===== config.mk =====
export PLATFORM = sky130hd
export DESIGN_NAME = mts_cell
export DESIGN_NICKNAME = d
export VERILOG_FILES = /design/src/mts_pkg.sv /design/src/mts_cell.sv
export SDC_FILE = /design/constraint.sdc
export NUM_CORES = 1
export LEC_CHECK = 0
export BUFFER_PORTS_ARGS = -buffer_cell sky130_fd_sc_hd__clkbuf_2
export CORE_MARGIN = 2
export CORE_UTILIZATION = 31
export CTS_BUF_LIST = sky130_fd_sc_hd__clkbuf_2 sky130_fd_sc_hd__clkbuf_4 sky130_fd_sc_hd__clkbuf_8
export CTS_CLUSTER_DIAMETER = 150
export DETAILED_ROUTE_END_ITERATION = 16
export PLACE_DENSITY = 0.72
export SYNTH_ARGS = -nofsm -noshare
export SYNTH_HDL_FRONTEND = slang
export SYNTH_SLANG_ARGS = --single-unit

===== constraint.sdc =====
create_clock -name clk -period 2.1 [get_ports clk]
set_clock_uncertainty 0.1 [all_clocks]
set_input_delay 0 -clock clk [delete_from_list [all_inputs] [get_ports clk]]
set_output_delay 0 -clock clk [all_outputs]
set_load 0.01 [all_outputs]

===== src/mts_pkg.sv =====
// ----------------------------------------------------------------------------
// mts_pkg
// types and codes shared by the min tracking stack modules
// ----------------------------------------------------------------------------
package mts_pkg;

	localparam int DATA_W = 32;
	localparam int COUNT_W = 8;

	// command codes
	localparam logic CMD_PUSH = 1'b0;
	localparam logic CMD_POP = 1'b1;

	typedef logic signed [DATA_W-1:0] mts_data_t;

	typedef enum logic [1:0] {
		ST_OK        = 2'd0,
		ST_OVERFLOW  = 2'd1,
		ST_UNDERFLOW = 2'd2
	} mts_status_t;

	// one stored entry: tag marks an encoded word (2*value - old minimum)
	typedef struct packed {
		logic      tag;
		mts_data_t data;
	} mts_entry_t;

	// shift control broadcast along the cell row
	typedef struct packed {
		logic push;
		logic pop;
	} mts_shift_t;

	typedef struct packed {
		logic      command;
		mts_data_t value;
	} mts_cmd_t;

	typedef struct packed {
		mts_status_t        status;
		mts_data_t          popped_value;
		mts_data_t          top_value;
		mts_data_t          min_value;
		logic               is_empty;
		logic               is_full;
		logic [COUNT_W-1:0] entry_count;
	} mts_rsp_t;

endpackage


===== src/mts_cell.sv =====
// ----------------------------------------------------------------------------
// mts_cell
// one stack slot: takes the entry from above on a push, from below on a pop
// ----------------------------------------------------------------------------
module mts_cell (
	input  logic               clk,
	input  mts_pkg::mts_shift_t shift,
	input  mts_pkg::mts_entry_t from_above,
	input  mts_pkg::mts_entry_t from_below,
	output mts_pkg::mts_entry_t entry
);
	import mts_pkg::*;

	mts_entry_t entry_q;

	// shift down on push, up on pop, hold otherwise
	always_ff @(posedge clk) begin
		if (shift.push) begin
			entry_q <= from_above;
		end else if (shift.pop) begin
			entry_q <= from_below;
		end
	end

	assign entry = entry_q;

endmodule


Word-level counts from Yosys, hierarchy flattened
Index checks and enable logic that the tools add are counted.
- register bits: 33
- logic and storage cells: 5
- mux-type cells: 2
- reductions and logical operators: 1
- operators by type and width (operator ; number):
    33-bit two-way mux ; 2
    2-bit nonzero test ; 1

Logic depth before layout (Yosys ltp)
Gate-level depths: netlist of the first run.
- word-level depth: 2
- depth in mapped cells: 3
- mapped depth without buffers: 1

Least setup slack after synthesis of the first run
OpenSTA, ideal clock, no wires.
- kind: input to register
- from: in shift[1] (netlist name)
- to: reg entry_q, in the netlist entry[0], enable pin
- data arrival time: 1.050 ns
- data required time: 1.608 ns
- stages: 3
- slack: 0.559 ns
- cell sequence: buf_6 buf_12 or2_1
- word-level cells in the longest chain between the ends: 1
- RTL lines (element ; line ; RTL):
    start, declared ; mts_cell.sv:7 ; input mts_pkg::mts_shift_t shift,
    2-bit nonzero test (no source line) ; -- ;
    end signal, assigned ; mts_cell.sv:19 ; entry_q <= from_above;
    end signal, assigned ; mts_cell.sv:21 ; entry_q <= from_below;
    end, declared ; mts_cell.sv:14 ; mts_entry_t entry_q;
Every way passes these cells.
A chain may end at the register's enable or synchronous reset.

Worst setup path in the final report of the first run
- from: in shift[1] (netlist name)
- to: reg entry_q, in the netlist entry[15], data pin
- word-level cells in the longest chain between the ends: 1
- RTL lines (element ; line ; RTL):
    33-bit two-way mux ; mts_cell.sv:18 ; if (shift.push) begin
Every way passes these cells.

==> key figures, run 1 <==
Yosys
  • Synth cell types: 6
  • Average size of a mapped cell: 21.8 sq um
  • Synthesis Warnings: 0
  • Yosys reg bits: 33
  • Synthesized Nets: between 100 and 150
  • Seq/Total Area, Yosys: 0.640
  • Syn Inst Count: 71
  • Mapped cell area: between 1500 and 2000 sq um
  • Area leader, netlist: edfxtp_1
  • Synth top area cells: edfxtp_1, mux2_4, buf_12
  • Top-area cell type share of the netlist area: 0.640

Critical path
  • CP arrival: between 1500 and 2000 ps
  • Crit-path max FO: 12
  • Worst Setup Start Kind: input port
  • CP required: 2030 ps
  • Critical path class: in -> reg
  • Worst setup EP type: register

Floorplanning
  • Core ar.: 4790 sq um
  • Die Span X: about 75 microns
  • Initial Utilization: 0.324
  • Die area: 5580 sq um
  • Ports: around 100
  • Die H: 74.7 microns
  • Site row count: 25

STA
  • Slew headroom: 0.725
  • Fin Setup TNS: 0 ps
  • Final Setup Violations: 0
  • Final Critical Period: around 1600 ps
  • Fin. Hold Viols: 0
  • Max-slew violations: 0
  • Max Freq: ~610 MHz
  • Tcrit/Tclk final: 0.784
  • Tightest Pin Transition: between 400 and 500 ps
  • RSZ-0062 raised after global routing: false

Min path
  • HP Class: in -> reg
  • Hold Path Sink: entry[13]
  • Hold depth: 3
  • Beginning of the worst hold path: shift[0]

Detailed routing
  • Post-Route WL: between 4 and 5 mm
  • Violation count after the first detailed-route iteration: 26
  • TritonRoute pass-1 iters: 4
  • DR WL/cell: 13.5 microns
  • Antenna viol nets, final: 0
  • DR vias/cell: 4.13
  • Remaining DRCs: 0
  • Via Count: roughly 1,300

Global route
  • Vias in the first global route: between 1,000 and 1,500
  • Tot GR Track Use: 0.157
  • Pin count of the biggest net entering global routing: 34
  • First-pass GRT wire length: between 6 and 7 mm
  • Antenna violations before repair: 0
  • GR Overflow Total: 0

CTS
  • Resized Gates After CTS: 0
  • CTS buffer count: 5
  • Clk root buf: clkbuf_8
  • Num Clock Sinks: 33
  • H-tree depth: 2
  • CTS tree: yes
  • Clk slew on worst S/H paths: roughly 70 ps
  • Max Root-Sink Buffers: 2

Power and ir drop
  • Sw Share: 0.211
  • Total Power: around 0.0018 W
  • Lkg Pwr: 1.36 nW
  • Logic gate share of total power: 0.227
  • Pwr per Cell Area: 636 nW/um^2
  • Cell Int Power: roughly 0.0014 W
  • Switching power: 0.000384 W
  • Sequential power share: 0.456
  • Clock network fraction of design power: 0.317
  • Peak supply drop: around 0.45 mV

Finish
  • Commonest non-fill, non-tap cell in the layout: clkbuf_2
  • Layout cell share with drive strength beyond 1: 0.588
  • Max reg flops: 33
  • Most frequent cells in the layout: clkbuf_2, dlygate4sd3_1, edfxtp_1
  • Net total in the final layout: 313
  • # diodes: 0
  • Area growth syn-to-layout: 84.7%
  • Final instance area: around 2900 sq um

Placement
  • Placed cell area: about 2100 sq um
  • Dpl hpwl: 2.39 mm
  • Routability cong.: between 0.6 and 0.7
  • Port bufs: between 100 and 150

Run status
  • Outcome: finished, final reports clean

Job
  • Max-cap viol count: 0
what timing repair did:
item / 4_1_cts / 5_1_grt
endpoints found under the hold margin: 33 / 0
setup buffers: 0 / 0
hold buffers: 66 / 0
worst max path at each step:
stage	startpoint	end	slack, ps
3_3_place_gp	shift[1]	entry[30]	730
2_1_floorplan	shift[1]	entry[0]	560
3_5_place_dp	shift[1]	entry[31]	700
6_report	shift[1]	entry[15]	450
5_1_grt	shift[1]	entry[32]	390
4_1_cts	shift[1]	entry[31]	470
power groups by stage:
stage / sequential, W / combinational, W / clock (W)
6_report: 0.000829 / 0.000413 / 0.000577
5_1_grt: 0.000836 / 0.000443 / 0.000625
4_1_cts: 0.000830 / 0.000407 / 0.000596
3_5_place_dp: 0.000843 / 0.000291 / 0
3_3_place_gp: 0.000842 / 0.000288 / 0
2_1_floorplan: 0.000883 / 0.000115 / 0
Yosys cell counts:
master    count
edfxtp_1     33
mux2_4       29
mux2_2        4
buf_12        3
buf_6         1
or2_1         1
per-stage QoR:
stage | hold WS (ps) | utilization | setup slack, ps | cells
global placement | 200 | 0.437 | 729 | 238
global route | 388 | 0.598 | 394 | 312
detailed placement | 204 | 0.437 | 700 | 238
floorplan | 117 | - | 559 | 71
finish | 359 | 0.598 | 455 | 312
CTS | 366 | 0.598 | 466 | 312
critical path, stage by stage:
cell	delay (ps)
clkbuf_2	330
buf_4	330
mux2_4	330
dlygate4sd3_1	570
layout make-up:
type	count	area [sq um]
multi-input combinational	34	487
tap	67	83.8
sequential	33	991
timing repair buffer	170	1190
clock buffer	6	76.3
clock inverter	2	33.8
fill	377	1930
metal layers:
metal	routed length, microns	GRT usage	vias up
met2	2160	0.265	72
met4	53	0.0536	0
met1	1550	0.172	590
li1	-	-	620
met5	0	0	-
met3	462	0.0790	7
cell families after synthesis:
kind of cell / synth area share
buffers and inverters: 0.0460
flip-flops: 0.640
multiplexers: 0.310
AND/OR/NAND/NOR: 0.00404
(Power assumes the default switching activity.)
==> run 2: changes to the inputs <==
--- a/config.mk
+++ b/config.mk
@@ -5,13 +5,14 @@
 export SDC_FILE = /design/constraint.sdc
 export NUM_CORES = 1
 export LEC_CHECK = 0
+export ABC_AREA = 1
 export BUFFER_PORTS_ARGS = -buffer_cell sky130_fd_sc_hd__clkbuf_2
 export CORE_MARGIN = 2
 export CORE_UTILIZATION = 31
 export CTS_BUF_LIST = sky130_fd_sc_hd__clkbuf_2 sky130_fd_sc_hd__clkbuf_4 sky130_fd_sc_hd__clkbuf_8
 export CTS_CLUSTER_DIAMETER = 150
 export DETAILED_ROUTE_END_ITERATION = 16
-export PLACE_DENSITY = 0.72
+export PLACE_DENSITY = 0.73
 export SYNTH_ARGS = -nofsm -noshare
 export SYNTH_HDL_FRONTEND = slang
 export SYNTH_SLANG_ARGS = --single-unit
==> constraint.sdc (replaced) <==
create_clock -name clk -period 1.52 [get_ports clk]
set_clock_uncertainty 0.1 [all_clocks]
set_input_delay 0 -clock clk [delete_from_list [all_inputs] [get_ports clk]]
set_output_delay 0 -clock clk [all_outputs]
set_load 0.01 [all_outputs]
==> run 2 against run 1 <==
Clock-buffer cell count increased by 2. Global-route usage decreased by 0.36 points. First-iteration DRC count is 73% higher.
==> key figures, run 2 <==
Global route
  • GR Overflow Total: 0 (unchanged)
  • Tot GR Track Use: 0.154 (-0.00355)
  • First-pass GRT wire length: 6.24 mm (-1.6%)
  • Pin count of the biggest net entering global routing: 35 (+2.9%)
  • Antenna violations before repair: 0 (unchanged)
  • Vias in the first global route: 1,506 (+8.9%)

Floorplanning
  • Core ar.: 4660 sq um (-2.6%)
  • Die H: 73.0 microns (-2.2%)
  • Die Span X: 73.0 microns (-2.2%)
  • Initial Utilization: 0.317 (-0.00688)
  • Site row count: 25 (unchanged)
  • Die area: 5330 sq um (-4.4%)
  • Ports: 102 (unchanged)

Placement
  • Dpl hpwl: 2.35 mm (-1.9%)
  • DP Worst Slack: 297 ps (-403 ps)
  • Routability cong.: 0.694 (+5.4%)
  • Port bufs: 101 (unchanged)
  • Inst Count DP: 290 (+22%)

Min path
  • Hold Path Sink: entry[9]
  • Hold depth: 4 (+1)
  • Beginning of the worst hold path: from_below[9]
  • HP Class: in -> reg

Yosys
  • Top-count cell post-synth: nand2_1
  • Syn Inst Count: 141 (+99%)
  • Synthesis Warnings: 0 (unchanged)
  • Post-synth EDFFs: 33 (unchanged)
  • Synth top cells by count: nand2_1, edfxtp_1, nand2_2
  • Top-area cell type share of the netlist area: 0.671 (+0.0314)
  • Async S/R FF share, synth: 0 (unchanged)
  • Synth cell types: 8 (+2)
  • Seq/Total Area, Yosys: 0.671 (+0.0314)
  • Average size of a mapped cell: 10.5 sq um (-52%)
  • Synthesized Nets: 210 (+50%)
  • Area leader, netlist: edfxtp_1
  • Synth top area cells: edfxtp_1, nand2_1, nand2_2
  • Main synth FF type: edfxtp_1
  • Yosys reg bits: 33 (unchanged)
  • Mapped cell area: 1480 sq um (-4.7%)

Detailed routing
  • Post-Route WL: 4.14 mm (-2.0%)
  • Antenna viol nets, final: 0 (unchanged)
  • Violation count after the first detailed-route iteration: 45 (+73%)
  • Remaining DRCs: 0 (unchanged)
  • DR vias/cell: 4.30 (+4.1%)
  • Via Count: 1,566 (+21%)
  • TritonRoute pass-1 iters: 4 (unchanged)
  • DR WL/cell: 11.4 microns (-16%)

STA
  • Final Critical Period: between 1000 and 1500 ps
  • Fin. Hold Viols: 0 (unchanged)
  • RSZ-0062 raised after global routing: false
  • Max Freq: between 600 and 700 MHz
  • Tightest Pin Transition: 762 ps (+349 ps)
  • Final Setup Violations: 0 (unchanged)
  • Worst Slack Setup Final: 85.6 ps (-369 ps)
  • Slew headroom: 0.492 (-0.233)
  • Tcrit/Tclk final: 0.944
  • Fin Setup TNS: 0 ps (unchanged)
  • Max-slew violations: 0 (unchanged)

CTS
  • Setup Fix Bufs, Post-CTS: 0 (unchanged)
  • H-tree depth: 2 (unchanged)
  • Clk root buf: clkbuf_8
  • CTS tree: yes
  • Num Clock Sinks: 33 (unchanged)
  • CTS buffer count: 5 (unchanged)
  • Max Root-Sink Buffers: 2 (unchanged)
  • Clk slew on worst S/H paths: 60 ps (about the same)

Power and ir drop
  • Pwr per Cell Area: 855 nW/um^2 (+34%)
  • Peak supply drop: 0.414 mV (-7.6%)
  • Total Power: 0.00234 W (+29%)
  • Lkg Pwr: 1.40 nW (+3.5%)

Critical path
  • CP arrival: 1360 ps (-210 ps)
  • Crit-path max FO: 34 (+22)
  • CP required: 1440 ps (-590 ps)
  • Critical path class: in -> reg
  • Worst Setup Start Kind: input port
  • Worst setup EP type: register

Run status
  • Outcome: finished, final reports clean

Finish
  • Fin util: 0.587 (-0.0103)
  • # diodes: 0 (unchanged)
  • Most frequent cells in the layout: clkbuf_2, nand2_1, dlygate4sd3_1
  • Cell Count, Final, Fillers Out: 364 (+17%)
  • Commonest non-fill, non-tap cell in the layout: clkbuf_2
  • Area growth syn-to-layout: 85.4%
  • Max reg flops: 33 (unchanged)
  • Net total in the final layout: 378 (+21%)
  • Fill cells: 412 (+9.3%)
  • Layout cell share with drive strength beyond 1: 0.394 (-0.194)

Job
  • Max-cap viol count: 0 (unchanged)
## run 2: kinds of logic (layout without fill, tap and decap cells)
logic type / after synthesis / after routing / share of synthesized area
and+or+nand+nor: 100 / 100 / 0.273
buffers and inverters: 8 / 177 / 0.0559
DFF: 33 / 33 / 0.671
## run 2: final cells by class
| type | count | area [sq um] | area share |
|---|---|---|---|
| multi-input cells | 100 | 403 | 0.147 |
| clock buffers | 8 | 91.3 | 0.0334 |
| well taps | 54 | 67.6 | 0.0247 |
| inverters | 1 | 11.3 | 0.00411 |
| flip-flops and latches | 33 | 991 | 0.362 |
| repair buffers | 168 | 1170 | 0.429 |
## run 2: how the worst max path moves through the flow
| stage | slack [ps] | end | from |
|---|---|---|---|
| after global placement | 330 | entry[25] | shift[0] |
| after CTS | 130 | entry[28] | shift[1] |
| final | 90 | entry[28] | shift[1] |
| after global routing | 30 | entry[28] | shift[1] |
| after detailed placement | 300 | entry[27] | shift[0] |
| after floorplan | 440 | entry[0] | shift[1] |
## run 2: worst max-delay path: stages
cell,delay [ps]
clkbuf_2,90
buf_4,350
inv_8,170
nand2_1,110
nand2_1,50
dlygate4sd3_1,550
## run 2: what timing repair did
item,CTS,global route
hold buffers,66,0
hold endpoints to repair,33,0
gates resized for setup,0,0
## run 2: metrics by stage
stage / hold WS (ps) / cell area, sq um
2_1_floorplan: 72.8 / 1480
3_3_place_gp: 166 / 1990
3_5_place_dp: 169 / 1990
4_1_cts: 411 / 2740
5_1_grt: 417 / 2740
6_report: 419 / 2740
## run 2: power by group
group	leakage [nW]	total, W	internal (W)	switching (W)
clock	0.0498	0.000668	0.000378	0.000289
combinational	1.01	0.000524	0.000297	0.000227
sequential	0.340	0.00115	0.00112	0.0000301
total	1.40	0.00234	0.00179	0.000546
## run 2: routing by layer
layer | vias up | track usage | part of all wire
li1 | 784 | - | -
met1 | 716 | 0.141 | 0.38
met2 | 58 | 0.308 | 0.55
met3 | 8 | 0.0414 | 0.055
met4 | 0 | 0.0638 | 0.015
met5 | - | 0 | 0
==> run 3: changes to the inputs <==
--- a/config.mk
+++ b/config.mk
@@ -12,7 +12,9 @@
 export CTS_BUF_LIST = sky130_fd_sc_hd__clkbuf_2 sky130_fd_sc_hd__clkbuf_4 sky130_fd_sc_hd__clkbuf_8
 export CTS_CLUSTER_DIAMETER = 150
 export DETAILED_ROUTE_END_ITERATION = 16
-export PLACE_DENSITY = 0.73
+export HOLD_SLACK_MARGIN = 0.03
+export MAX_ROUTING_LAYER = met4
+export PLACE_DENSITY = 0.75
 export SYNTH_ARGS = -nofsm -noshare
 export SYNTH_HDL_FRONTEND = slang
 export SYNTH_SLANG_ARGS = --single-unit
==> constraint.sdc (replaced) <==
create_clock -name clk -period 1.2 [get_ports clk]
set_clock_uncertainty 0.1 [all_clocks]
set_input_delay 0 -clock clk [delete_from_list [all_inputs] [get_ports clk]]
set_output_delay 0 -clock clk [all_outputs]
set_load 0.01 [all_outputs]
==> run 3 against run 2 <==
Sequential share of layout area down 0.30 points. Setup slack better by 210 ps. Global-route usage up 2.2 points. Final area up 0.82%. Via count up 1.0%. Cell count up 0.82%. Clock power up 26%. Critical path type is now reg -> out. Critical endpoint is now entry[11].
==> key figures, run 3 (synthesized netlist as in run 2, its figures left out) <==
Run status
  • Outcome: finished, final reports clean

Detailed routing
  • Post-Route WL: 4.44 mm (+7.3%)
  • DR WL/cell: 12.1 microns (+6.4%)
  • Antenna viol nets, final: 0 (unchanged)
  • Violation count after the first detailed-route iteration: 68 (+51%)
  • DR vias/cell: 4.31 (+0.20%)
  • TritonRoute pass-1 iters: 4 (unchanged)
  • Remaining DRCs: 0 (unchanged)
  • Via Count: 1,582 (+1.0%)

STA
  • Fin. Hold Viols: 0 (unchanged)
  • Max-slew violations: 0 (unchanged)
  • RSZ-0062 raised after global routing: false
  • Slew headroom: 0.840 (+0.348)
  • Fin Setup TNS: 0 ps (unchanged)
  • Final Setup Violations: 0 (unchanged)
  • Tcrit/Tclk final: 0.750
  • Max Freq: 1110 MHz
  • Final Critical Period: ~900 ps
  • Worst Slack Setup Final: 300 ps (+214 ps)
  • Tightest Pin Transition: 240 ps (-522 ps)

Finish
  • Most frequent cells in the layout: clkbuf_2, nand2_1, dlygate4sd3_1
  • Layout cell share with drive strength beyond 1: 0.399 (+0.00581)
  • # diodes: 0 (unchanged)
  • Max reg flops: 33 (unchanged)
  • Area growth syn-to-layout: 86.9%
  • Net total in the final layout: 381 (+0.79%)
  • Commonest non-fill, non-tap cell in the layout: clkbuf_2
  • Fill cells: 404 (-1.9%)

Placement
  • Dpl hpwl: 2.53 mm (+7.7%)
  • Port bufs: 101 (unchanged)
  • DP Worst Slack: 203 ps (-94.0 ps)
  • Routability cong.: 0.718 (+3.5%)

Global route
  • Pin count of the biggest net entering global routing: 34 (-2.9%)
  • Antenna violations before repair: 0 (unchanged)
  • Tot GR Track Use: 0.176 (+0.0219)
  • Vias in the first global route: 1,630 (+8.2%)
  • GR Overflow Total: 0 (unchanged)
  • First-pass GRT wire length: 6.87 mm (+10%)

Critical path
  • Critical Path, Cell by Cell: clkbuf_2
  • Worst Setup Start Kind: register
  • Crit path largest cell delay: 380 ps (-170 ps)
  • Worst setup EP type: primary output
  • Top cell family by delay on the critical path: flip-flops
  • Critical path class: reg -> out
  • Crit path buf inv count: 1 (-3)
  • Critical path launch point: entry[11]
  • Crit-path max FO: 1 (-97%)
  • CP arrival: 800 ps (-560 ps)
  • CP required: 1100 ps (-340 ps)
  • Slowest-stage cell, CP: edfxtp_1

Floorplanning
  • Ports: 102 (unchanged)
  • Initial Utilization: 0.317 (unchanged)
  • Die area: 5330 sq um (unchanged)
  • Site row count: 25 (unchanged)
  • Die Span X: 73.0 microns (unchanged)
  • Die H: 73.0 microns (unchanged)
  • Core ar.: 4660 sq um (unchanged)

CTS
  • H-tree depth: 2 (unchanged)
  • Num Clock Sinks: 33 (unchanged)
  • Setup Fix Bufs, Post-CTS: 0 (unchanged)
  • CTS tree: yes
  • Clk slew on worst S/H paths: 70 ps (about the same)
  • Max Root-Sink Buffers: 2 (unchanged)
  • CTS buffer count: 5 (unchanged)
  • Clk root buf: clkbuf_8

Min path
  • Hold depth: 4 (unchanged)
  • Beginning of the worst hold path: shift[1]
  • Hold Path Sink: entry[2]
  • HP Class: in -> reg

Power and ir drop
  • Peak supply drop: 0.470 mV (+14%)
  • Lkg Pwr: 1.41 nW (+0.16%)
  • Pwr per Cell Area: 1060 nW/um^2 (+24%)

Job
  • Max-cap viol count: 0 (unchanged)
==> run 3: cell count changes in the layout (fill, tap and decap cells not counted), sizes merged <==
cell	change
buf	+3
==> run 3: area by class of cell <==
type / instances / area, sq um / share of cell area
Clock buffer: 8 / 91.3 / 0.0331
Inverter: 1 / 11.3 / 0.00408
Multi-Input combinational cell: 100 / 403 / 0.146
Sequential cell: 33 / 991 / 0.359
Tap cell: 54 / 67.6 / 0.0245
Timing Repair Buffer: 171 / 1200 / 0.433
==> run 3: metrics by stage <==
step	cells	utilization	cell area, sq um	power (W)	hold slack [ps]
after detailed placement	293	0.431	2010	0.00194	168
after CTS	367	0.592	2760	0.00296	138
after floorplan	141	-	1480	0.00169	72.8
after global placement	293	0.431	2010	0.00193	165
final	367	0.592	2760	0.00294	145
after global routing	367	0.592	2760	0.00308	182
==> run 3: where the power goes <==
part	internal (W)	switching (W)
Sequential	0.00142	0.0000374
Combinational	0.000348	0.000290
Clock	0.000479	0.000365
==> run 3: worst max path at each step <==
stage                      to  slack [ps]  depth (start not counted)
floorplan            entry[0]         120                          2
global placement    entry[20]         220                          3
detailed placement  entry[22]         200                          3
CTS                 entry[11]         280                          1
global route        entry[24]         270                          1
finish              entry[11]         300                          1
==> run 3: per-layer routing <==
metal,GRT usage,part of all wire,vias up,wire length (microns)
met3,0.0207,0.042,10,187
met2,0.339,0.59,68,2600
li1,-,-,790,-
met4,0.0864,0.020,0,90
met5,-,0,-,0
met1,0.168,0.35,714,1570
==> run 3: timing repair <==
action / CTS / global route
endpoints found under the hold margin: 33 / 0
hold buffers: 66 / 0
gates resized for setup: 0 / 0
